--- src/rtl/swfs_div.sv ---
// swfs_div: restoring divider, one quotient bit per cycle
// no dependencies; quotient is valid while done is high
`default_nettype none
module swfs_div #(
	parameter int NUM_W = 47,
	parameter int DEN_W = 48
) (
	input  wire logic             clk,
	input  wire logic             arst_n,
	input  wire logic             start,
	input  wire logic [NUM_W-1:0] num,
	input  wire logic [DEN_W-1:0] den,
	output logic                  done,
	output logic      [NUM_W-1:0] quo
);

	localparam int CNT_W = $clog2(NUM_W + 1);

	logic             busy_q;
	logic             done_q;
	logic [CNT_W-1:0] cnt_q;
	logic [DEN_W-1:0] rem_q;
	logic [DEN_W-1:0] den_q;
	logic [NUM_W-1:0] quo_q;
	logic [DEN_W:0]   rem_sh;
	logic [DEN_W:0]   diff;
	logic             ge;

	assign rem_sh = {rem_q, quo_q[NUM_W-1]};
	assign ge     = rem_sh >= {1'b0, den_q};
	assign diff   = rem_sh - {1'b0, den_q};

	always_ff @(posedge clk or negedge arst_n) begin
		if (!arst_n) begin
			busy_q <= 1'b0;
			done_q <= 1'b0;
			cnt_q  <= '0;
		end else begin
			done_q <= 1'b0;
			if (start) begin
				busy_q <= 1'b1;
				cnt_q  <= CNT_W'(NUM_W);
			end else if (busy_q) begin
				cnt_q <= cnt_q - CNT_W'(1);
				if (cnt_q == CNT_W'(1)) begin
					busy_q <= 1'b0;
					done_q <= 1'b1;
				end
			end
		end
	end

	always_ff @(posedge clk) begin
		if (start) begin
			quo_q <= num;
			den_q <= den;
			rem_q <= '0;
		end else if (busy_q) begin
			rem_q <= ge ? diff[DEN_W-1:0] : rem_sh[DEN_W-1:0];
			quo_q <= {quo_q[NUM_W-2:0], ge};
		end
	end

	assign done = done_q;
	assign quo  = quo_q;

endmodule
`default_nettype wire

--- config.mk ---
export PLATFORM = sky130hd
export DESIGN_NAME = swfs_div
export DESIGN_NICKNAME = d
export VERILOG_FILES = /design/src/rtl/swfs_div.sv
export SDC_FILE = /design/constraint.sdc
export NUM_CORES = 1
export LEC_CHECK = 0
export BUFFER_PORTS_ARGS = -buffer_cell sky130_fd_sc_hd__buf_4
export CAP_MARGIN = 15
export CORE_UTILIZATION = 35
export DETAILED_ROUTE_END_ITERATION = 16
export SYNTH_ARGS = -nofsm -noshare
export SYNTH_HDL_FRONTEND = slang
export SYNTH_SLANG_ARGS = --single-unit
--- constraint.sdc ---
create_clock -name clk -period 3.7 [get_ports clk]
set_clock_uncertainty 0.2 [all_clocks]
set_input_delay 0.185 -clock clk [delete_from_list [all_inputs] [get_ports clk]]
set_output_delay 0.185 -clock clk [all_outputs]
set_load 0.02 [all_outputs]
Yosys cells after proc, flatten, opt, wreduce, memory -nomap -nowiden
Index checks and enable logic that the tools add are counted.
{"block": "classes", "add_sub_neg": 2, "order_cmp": 1, "n_eq_ne": 1, "mux": 11, "reduce_logical": 1}
{"operator": "$mux W47", "n": 2}
{"operator": "$ge A49 B48 Y1", "n": 1}
{"operator": "$mux W48", "n": 1}
{"operator": "$sub A48 B48 Y48", "n": 1}
{"operator": "$mux W6", "n": 2}
{"operator": "$eq A6 B1 Y1 const B", "n": 1}
{"operator": "$mux W1", "n": 6}
{"operator": "$sub A6 B1 Y6 const B", "n": 1}
{"operator": "$reduce_bool A2 Y1", "n": 1}
{"block": "totals", "ff_bits": 151, "in_bits": 98, "out_inout_bits": 48, "wordCells": 22}

Logic depth before layout (Yosys ltp)
Gate-level depths: netlist (run 1).
{"block": "logic_depth", "ltp_word": 4, "mapped_depth": 15, "mapped_depth_nobuf": 13}

Worst setup path after synthesis (run 1)
No wires, ideal clock.
{"block": "synth_path", "kind": "register to register", "start": "reg quo_q[46] (netlist: quo[46])", "end": "reg rem_q[38]", "setup_ns": 0.086, "arrival_time_ns": 2.999, "required_time_ns": 3.414, "setup_slack_ns": 0.416, "path_stages_with_launch": 14, "n_path_buf": 0, "period_less_slack_ns": 3.284, "cell_sequence": "edfxtp_1 > inv_1 > ha_1 > fa_1 > nor2b_1 > o31a_1 > o31a_1 > o31ai_2 > a21oi_1 > a311o_1 > a21oi_1 > xnor2_1 > mux2i_1 > a211oi_1"}
{"block": "synth_via", "elab_chain_len": 2, "word_cells_on_any_way": 3, "classes_between": "add/sub: 1; order compare: 1; mux: 1"}
{"element": "from (decl)", "line": "24", "text": "logic [NUM_W-1:0] quo_q;"}
{"element": "from (signal assigned)", "line": "55", "text": "quo_q <= num;"}
{"element": "from (signal assigned)", "line": "60", "text": "quo_q <= {quo_q[NUM_W-2:0], ge};"}
{"element": "$sub A48 B48 Y48 / $ge A49 B48 Y1 (equally long branches)", "line": "31, 30"}
{"element": "$mux W48 (*)", "line": "59", "text": "rem_q <= ge ? diff[DEN_W-1:0] : rem_sh[DEN_W-1:0];"}
{"element": "to (signal assigned)", "line": "59"}
{"element": "to (decl)", "line": "22", "text": "logic [DEN_W-1:0] rem_q;"}
Mark *: on every way between the ends. The rest lies on a longest branch, timed or not.
A chain may end at the register's enable or synchronous reset.

Worst setup path in the final report (run 1)
{"block": "layout_path", "start": "reg den_q[8]", "end": "reg rem_q[23]"}
{"block": "layout_via", "elab_chain_len": 2, "word_cells_on_any_way": 3, "classes_between": "add/sub: 1; order compare: 1; mux: 1"}
{"element": "from (decl)", "line": "23", "text": "logic [DEN_W-1:0] den_q;"}
{"element": "from (signal assigned)", "line": "56", "text": "den_q <= den;"}
{"element": "$sub A48 B48 Y48 / $ge A49 B48 Y1 (equally long branches)", "line": "31, 30"}
{"element": "$mux W48 (*)", "line": "59"}
Marks and branches as above.

==> flow_summary_export.csv, run 1 <==
group,metric,value,unit
setup_path,worstReg2RegEnd,"rem_q[23]",
setup_path,rrSetupSlack,0.22,ns
outcome,outcome,"complete, no violations",
sta,setup_slack,0.217,ns
power_and_ir_drop,p_comb_share,45.4,%
route,wl,22.7,mm
power_and_ir_drop,p_switching,2900,uW
synth,syn_inst,861,
place,pre_cts_ws,0.0149,ns
route,vias_per_cell,5.02,
clock_network,post_cts.repair.setup_buffers,0,
synth,synth_fp_nets,1010,
die,start_util,36.1,%
sta,period_share,94.1,%
global_route,grt_first_pass_wirelength,37.5,mm
clock_network,clockRootBuffer,"clkbuf_16",
clock_network,clock-sinks,151,
power_and_ir_drop,p_int,4710,uW
synth,ys_warn_count,0,
synth,yosys-mux-area-fraction,10.5,%
clock_network,clk_path_buf_depth,2,
final_layout,fin_area,12000,sq um
sta,slew_headroom,38.9,%
synth,ys_types,70,
final_layout,regArea,4020,sq um
power_and_ir_drop,clkPwrFrac,23.4,%
global_route,antenna_found_initial,0,
route,ant_nets,0,
route,dr.pass1.iters,5,
sta,worstMarginPinSlew,0.916,ns
min_path,holdPathEnd,"den_q[5]",
setup_path,crit_type,"reg -> reg",
global_route,grt_overflow,0,
global_route,grt_util_all_layers,18.1,%
sta,final-setup-viol-count,0,
setup_path,path_max_fanout,21,
sta,rsz0062_at_grt,"false",
sta,timing_hold_violations_final,0,
global_route,grt_max_degree,72,
die,die-area,26000,sq um
synth,synth_compound_area_share,16.6,%
sta,tns,0,ns
final_layout,multi_input_area,4500,sq um
synth,syn_area,8870,sq um
synth,synth_flop_cell,"edfxtp_1",
synth,yosys.area_share.simple,11.3,%
place,post_dp_cell_area,10300,sq um
route,drc,0,
synth,synth-edff-count,95,
clock_network,cts_made_buffers,17,
clock_network,cts.clk_slew.worst_paths,0.08,ns
sta,fmax,287,MHz
die,io-pin-count,146,
die,rows,57,
synth,yosysTopAreaCellShare,32.1,%
setup_path,timing.rr.start,"den_q[8]",
synth,ys_async_sr_fraction,5.30,%
power_and_ir_drop,seq_power_share,31.2,%
synth,postSynthAreaPerCell,10.3,sq um
setup_path,cp.arrival,3.56,ns
route,wl_per_cell,15.8,um
power_and_ir_drop,power_density,635,nW/um^2
place,place_hpwl,15.9,mm
synth,synth_fa_ha_area_share,7.28,%
synth,synth_common_cells,"edfxtp_1, nor2_1, inv_1, a21oi_1",
synth,synth_area_leaders,"edfxtp_1, dfxtp_1, ha_1, mux2_2, mux2i_1",
die,die_x,161,um
place,io_buffer_count,145,
clock_network,cts_max_level,4,
final_layout,syn_to_final_growth,34.9,%
final_layout,nets,1250,
clock_network,clock_latency,0.45,ns
sta,slew_violations,0,
power_and_ir_drop,p_sw_share,38.1,%
clock_network,cts_tree,"built",
power_and_ir_drop,irDropWorstVdd,0.000299,V
min_path,min_from,"den[5]",
job,drv_cap,0,
synth,ys_seq_elements,151,
setup_path,startpoint_type,"flop",
min_path,min_path_type,"in -> reg",
global_route,grt_pass1_vias,7470,
synth,synth.most_common_cell,"edfxtp_1",
die,die_h,161,um
final_layout,drive_gt1_share,23.2,%
final_layout,fillers,2287,
synth,yosys.area_share.xor_xnor,4.54,%
sta,min_period,3.48,ns
min_path,hold_depth,2,
setup_path,reg2regPathDepth,14,
setup_path,crit_path_end_kind,"flop",
power_and_ir_drop,power_leakage,0.00540,uW
die,fp.coreArea,24600,sq um
place,place.gp.congestion,0.843,
synth,synth_top_family_by_area,"compound AO/OA/AOI/OAI gates",
route,dr.first_iter.drc_count,314,
setup_path,required,3.78,ns
synth,yosysSeqAreaShare,45.2,%
route,vias,7213,
final_layout,diodes,0,
synth,synth_top_cell_by_area,"edfxtp_1",
==> what timing repair did <==
action                     CTS  global route
pin swaps                    0             4
hold endpoints to repair   128             0
gates resized for setup      1             7
cloned                       0             1
hold buffers                98             0
setup endpoints to repair    1            21
==> metrics by stage <==
step	hold slack (ns)	total power [uW]	utilization [%]	cells
floorplan	-0.311	4860	-	861
global placement	-0.183	5670	42.0	1307
detailed placement	-0.184	5680	42.0	1307
CTS	0.245	7580	48.4	1437
global route	0.257	8100	48.7	1438
finish	0.256	7600	48.7	1438
==> registers in the layout, summed over array words and instances (netlist names) <==
| signal | count |
|---|---|
| den_q | 48 |
| rem_q | 48 |
| quo | 47 |
| cnt_q | 6 |
| busy_q | 1 |
| done | 1 |
==> per-layer routing <==
layer,GRT usage (%),wire length [um]
met1,23.4,10700
met3,4.55,1320
met4,5.02,265
met2,29.7,10500
met5,0,0
==> layout make-up <==
cell class | count | share of cell area [%]
clock buffer | 18 | 3.58
clock inverter | 14 | 1.35
inverter | 64 | 2.01
multi-input combinational | 610 | 37.6
sequential | 151 | 33.5
tap | 324 | 3.39
timing repair buffer | 257 | 18.5
==> how the worst max path moves through the flow <==
stage              from   endpoint
2_1_floorplan   quo[46]  rem_q[38]
3_5_place_dp    quo[46]  rem_q[44]
6_report       den_q[8]  rem_q[23]
3_3_place_gp    quo[46]  rem_q[44]
5_1_grt        den_q[1]  rem_q[44]
4_1_cts         quo[46]  rem_q[44]
==> power groups by stage <==
stage / Sequential [uW] / Clock, uW / Combinational (uW)
6_report: 2370 / 1780 / 3460
5_1_grt: 2420 / 1870 / 3810
4_1_cts: 2370 / 1810 / 3400
3_5_place_dp: 2400 / 0 / 3280
3_3_place_gp: 2390 / 0 / 3270
2_1_floorplan: 2410 / 0 / 2450
==> worst max-delay path, stage by stage, from the launching register on <==
cell and delay (ns):
edfxtp_1 0.33, inv_1 0.04, ha_1 0.35, nand2_1 0.19
o21a_1 0.18, o221ai_1 0.14, o211a_1 0.29, o21ai_2 0.20
o21ai_2 0.12, a31o_4 0.27, a41oi_4 0.26, buf_12 0.20
buf_12 0.19, mux2i_1 0.22, a211oi_1 0.10
==> cell usage in the layout (no fill, tap or decap), drive strengths merged, types with 23 or more instances in the layout <==
master | netlist | final
mux2i | 40 | 40
edfxtp | 95 | 95
nor2 | 85 | 85
o21ai | 39 | 39
nand2 | 50 | 50
a21oi | 56 | 56
inv | 64 | 71
dfxtp | 48 | 48
ha | 50 | 50
mux2 | 47 | 47
a21o | 23 | 23
buf | 6 | 158
dlygate4sd3 | 0 | 98
a211oi | 39 | 39
xnor2 | 25 | 25
==> logic make-up (layout without fill, tap and decap cells) <==
logic type,count (synthesis),in the layout
multiplexers,87,87
AND/OR/NAND/NOR,213,213
XOR/XNOR,46,46
flip-flops,151,151
buffers and inverters,100,353
AO/OA/AOI/OAI,213,213
adder cells (fa/ha/maj),51,51
(Power assumes the default switching activity.)
==> run 2: changes to the inputs <==
Settings changed: ABC_CLOCK_PERIOD_IN_PS set to 3700, PLACE_DENSITY set to 0.5.
==> flow_summary_export.csv, run 2 (synthesis gave the netlist of run 1 again) <==
group,metric,value,unit
power_and_ir_drop,irDropWorstVdd,0.000260,V
final_layout,final_cell_mix,"buf_4, dlygate4sd3_1, edfxtp_1",
global_route,antenna_found_initial,0,
clock_network,clock-sinks,151,
die,io-pin-count,146,
clock_network,clk_path_buf_depth,2,
route,dr.first_iter.drc_count,308,
setup_path,cp.arrival,3.65,ns
final_layout,nets,1259,
place,place.gp.congestion,0.813,
sta,worstMarginPinSlew,0.643,ns
route,vias,7165,
final_layout,fillers,2314,
setup_path,crit_chain,"inv_1, ha_1, and3_1, o21ai_2, a2111oi_4, o211a_1, o21ai_2, o21ai_2, a31o_4, a41oi_4, or4b_1, a311oi_2",
setup_path,required,3.84,ns
power_and_ir_drop,p_comb_share,45.5,%
final_layout,final_cell_count_no_fill,1447,
power_and_ir_drop,power_density,632,nW/um^2
clock_network,cts_made_buffers,17,
route,vias_per_cell,4.95,
final_layout,post-route-util,48.6,%
power_and_ir_drop,p_sw_share,37.9,%
clock_network,clock_latency,0.44,ns
final_layout,syn_to_final_growth,34.8,%
clock_network,cts_max_level,4,
global_route,grt_first_pass_wirelength,37.7,mm
setup_path,crit_type,"reg -> reg",
power_and_ir_drop,p_switching,2870,uW
route,ant_nets,0,
sta,rsz0062_at_grt,"false",
final_layout,diodes,0,
setup_path,startpoint_type,"flop",
sta,tns,0,ns
die,fp.coreArea,24600,sq um
min_path,min_path_type,"in -> reg",
final_layout,drive_gt1_share,23.6,%
clock_network,cts.clk_slew.worst_paths,0.06,ns
setup_path,path_common_cell,"o21ai_2",
route,dr.pass1.iters,5,
sta,slew_headroom,57.1,%
clock_network,cts_tree,"built",
die,start_util,36.1,%
global_route,grt_max_degree,56,
power_and_ir_drop,power_leakage,0.00541,uW
power_and_ir_drop,p_int,4690,uW
die,die_x,161,um
power_and_ir_drop,clkPwrFrac,23.1,%
place,place_hpwl,16.3,mm
sta,timing_hold_violations_final,0,
setup_path,path_max_fanout,9,
place,io_buffer_count,145,
global_route,grt_util_all_layers,18.1,%
sta,final-setup-viol-count,0,
route,drc,0,
setup_path,max_stage_delay,0.62,ns
clock_network,clockRootBuffer,"clkbuf_16",
route,wl_per_cell,15.6,um
job,drv_cap,0,
setup_path,crit_slowest_cell,"or4b_1",
sta,fmax,285,MHz
power_and_ir_drop,seq_power_share,31.3,%
die,die-area,26000,sq um
global_route,grt_overflow,0,
die,die_h,161,um
die,rows,57,
global_route,grt_pass1_vias,7458,
sta,slew_violations,0,
sta,min_period,3.51,ns
route,wl,22.5,mm
place,dp_cells,1318,
sta,period_share,94.8,%
final_layout,final_common_cell,"buf_4",
power_and_ir_drop,total_power,7560,uW
setup_path,crit_path_end_kind,"flop",
outcome,outcome,"complete, no violations",
==> run 2: cell count changes in the layout (fill, tap and decap cells not counted), moves of 2 or more <==
cell,change
buf_4,+11
a21oi_1,+2
buf_12,-2
buf_6,+2
==> run 2: worst max-delay path: cells and delay by family (launching register included) <==
kind | cells | cell delay [ns]
AOI/OAI and AO/OA | 8 | 1.65
and+or+nand+nor | 2 | 0.84
adders and majority gates | 1 | 0.36
DFF | 1 | 0.32
buffers and inverters | 1 | 0.05
==> run 2: layout make-up <==
class                      instances  area [sq um]  share of cell area [%]
sequential                       151          4020                    33.6
clock inverter                    14           158                    1.32
clock buffer                      18           429                    3.59
multi-input combinational        610          4460                    37.3
tap                              324           405                    3.39
timing repair buffer             266          2250                    18.8
inverter                          64           240                    2.01
==> run 2: power by group through the flow <==
stage / clock network [uW] / logic (uW) / registers (uW)
after global routing: 1870 / 3840 / 2410
after global placement: 0 / 3350 / 2390
final: 1750 / 3440 / 2370
after floorplan: 0 / 2450 / 2410
after CTS: 1810 / 3440 / 2370
after detailed placement: 0 / 3340 / 2390
==> run 2: what timing repair did <==
| action | in CTS | in global routing |
|---|---|---|
| gates resized for setup | 0 | 4 |
| buffers inserted | 0 | 0 |
| hold buffers | 97 | 0 |
| endpoints found under the hold margin | 103 | 0 |
| setup endpoints to repair | 0 | 44 |
==> run 2: final timing paths <==
| check | from | to | slack (ns) | cells past startpoint |
|---|---|---|---|---|
| max | den_q[4] | rem_q[44] | 0.19 | 12 |
| min | start | den_q[10] | 0.01 | 1 |
| max reg2reg | den_q[4] | rem_q[44] | 0.19 | 12 |
| min reg2reg | rem_q[41] | rem_q[41] | 0.28 | 2 |
| max in group asynchronous | arst_n | busy_q | 2.46 | 3 |
| min in group asynchronous | arst_n | cnt_q[5] | 0.54 | 3 |
==> run 2: metrics by stage <==
stage / hold slack, ns / instance area, sq um / setup slack, ns
after floorplan: -0.311 / 8870 / 0.416
after global placement: -0.187 / 10400 / 0.222
after detailed placement: -0.188 / 10400 / 0.109
after CTS: 0.00570 / 11900 / 0.0767
after global routing: 0.0122 / 12000 / 0.00438
final: 0.0138 / 12000 / 0.191
==> run 2: routing by layer <==
layer  global-route usage [%]  vias to the layer above  wire length, um
li1                         -                     3643                -
met1                     24.2                     3334            11000
met2                     29.1                      176            10100
met3                     4.75                       12             1240
met4                     4.37                        0              204
met5                        0                        -                0
==> run 3: changes to the inputs <==
==> constraint.sdc (replaced) <==
create_clock -name clk -period 3.7 [get_ports clk]
set_clock_uncertainty 0.2 [all_clocks]
set_input_delay 0.74 -clock clk [delete_from_list [all_inputs] [get_ports clk]]
set_output_delay 0.74 -clock clk [all_outputs]
set_load 0.02 [all_outputs]
==> flow_summary_export.csv, run 3 (synthesis gave the netlist of run 1 again) <==
group,metric,value,unit
outcome,outcome,"complete, no violations",
global_route,grt_first_pass_wirelength,35.8,mm
route,ant_nets,0,
power_and_ir_drop,p_switching,2870,uW
setup_path,startpoint_type,"flop",
route,wl,21.7,mm
final_layout,post-route-util,44.7,%
setup_path,max_stage_delay,0.62,ns
power_and_ir_drop,seq_power_share,31.7,%
power_and_ir_drop,irDropWorstVdd,0.000281,V
place,io_buffer_count,145,
sta,timing_hold_violations_final,0,
setup_path,cp.arrival,3.62,ns
die,die-area,26000,sq um
route,vias,6776,
final_layout,diodes,0,
min_path,min_from,"den[16]",
setup_path,crit_type,"reg -> reg",
power_and_ir_drop,power_density,676,nW/um^2
setup_path,path_max_fanout,8,
die,die_h,161,um
final_layout,drive_gt1_share,25.7,%
global_route,grt_overflow,0,
setup_path,path_common_cell,"o21ai_2",
place,post_dp_cell_area,10400,sq um
power_and_ir_drop,p_sw_share,38.6,%
final_layout,final_cell_mix,"buf_4, edfxtp_1, nor2_1",
final_layout,fin_area,11000,sq um
clock_network,clock_latency,0.43,ns
min_path,min_path_type,"in -> reg",
place,place.gp.congestion,0.831,
die,die_x,161,um
global_route,antenna_found_initial,0,
clock_network,clk_path_buf_depth,2,
sta,fmax,287,MHz
sta,slew_headroom,59.9,%
route,dr.pass1.iters,5,
power_and_ir_drop,power_leakage,0.00502,uW
final_layout,nets,1162,
clock_network,cts.clk_slew.worst_paths,0.08,ns
route,drc,0,
clock_network,cts_made_buffers,17,
die,io-pin-count,146,
die,fp.coreArea,24600,sq um
setup_path,critPathLaunch,"den_q[4]",
setup_path,crit_slowest_cell,"or4b_1",
sta,period_share,94.1,%
sta,rsz0062_at_grt,"false",
clock_network,cts_max_level,4,
die,rows,57,
global_route,grt_util_all_layers,17.4,%
sta,worstMarginPinSlew,0.602,ns
sta,slew_violations,0,
route,dr.first_iter.drc_count,270,
final_layout,final_common_cell,"buf_4",
power_and_ir_drop,p_int,4570,uW
setup_path,required,3.84,ns
power_and_ir_drop,p_comb_share,45.0,%
setup_path,crit_path_end_kind,"flop",
sta,tns,0,ns
sta,final-setup-viol-count,0,
job,drv_cap,0,
setup_path,crit_chain,"inv_1, ha_1, and3_1, o21ai_2, a2111oi_4, o211a_1, o21ai_2, o21ai_4, a31o_4, a41oi_4, or4b_1, a311oi_2",
route,wl_per_cell,16.0,um
setup_path,timing.rr.start,"den_q[4]",
clock_network,clock-sinks,151,
clock_network,clockRootBuffer,"clkbuf_16",
final_layout,syn_to_final_growth,24.0,%
global_route,grt_max_degree,50,
sta,min_period,3.48,ns
die,start_util,36.1,%
route,vias_per_cell,5.02,
place,place_hpwl,16.1,mm
power_and_ir_drop,clkPwrFrac,23.3,%
clock_network,cts_tree,"built",
global_route,grt_pass1_vias,6971,
[run 3: layout make-up]
type / instances / area [sq um]
Sequential cell: 151 / 4020
Timing Repair Buffer: 169 / 1280
Fill cell: 2416 / 13600
Clock inverter: 15 / 158
Tap cell: 324 / 405
Inverter: 64 / 240
Multi-Input combinational cell: 610 / 4480
Clock buffer: 17 / 425
[run 3: layer usage]
metal  up-vias  share of wire (%)  routed length [um]  global-route usage, %
met3         9                7.3                1570                   6.34
met5         -                  0                   0                      0
met2       158                 44                9450                   26.6
met1      3152                 48               10500                   23.4
li1       3457                  -                   -                      -
met4         0               0.67                 144                   3.64
[run 3: final timing paths]
path / cells past startpoint / slack [ns] / end
worst max register to register: 12 / 0.22 / rem_q[44]
worst min-delay path: 1 / 0.28 / den_q[16]
min in group asynchronous: 2 / 0.47 / cnt_q[4]
worst min register to register: 2 / 0.28 / rem_q[41]
max in group asynchronous: 2 / 2.67 / busy_q
worst max-delay path: 12 / 0.22 / rem_q[44]
[run 3: worst max-delay path: cells and delay by family (launching register included)]
| family | cells | cell delay [ns] |
|---|---|---|
| AO/OA/AOI/OAI | 8 | 1.62 |
| adder cells (fa/ha/maj) | 1 | 0.35 |
| AND/OR/NAND/NOR | 2 | 0.84 |
| flip-flops | 1 | 0.32 |
| buffers and inverters | 1 | 0.05 |
[run 3: power groups by stage]
stage | Combinational [uW] | Clock, uW | Sequential, uW
finish | 3350 | 1730 | 2360
floorplan | 2450 | 0 | 2410
global route | 3730 | 1860 | 2410
global placement | 3330 | 0 | 2400
detailed placement | 3310 | 0 | 2390
CTS | 3330 | 1790 | 2360
[run 3: timing repair]
item / in CTS / in global routing
hold endpoints to repair: 8 / 0
setup endpoints to repair: 0 / 46
hold buffers: 1 / 0
setup buffers: 0 / 1
gates resized for setup: 0 / 6
[run 3: metrics by stage]
| stage | setup WS (ns) | hold WS, ns | cells | total power (uW) |
|---|---|---|---|---|
| final | 0.219 | 0.279 | 1350 | 7440 |
| after global routing | 0.0105 | 0.255 | 1350 | 7990 |
| after CTS | 0.0945 | 0.258 | 1349 | 7490 |
| after detailed placement | 0.119 | 0.269 | 1316 | 5700 |
| after global placement | 0.224 | 0.266 | 1316 | 5730 |
| after floorplan | 0.416 | 0.244 | 861 | 4860 |
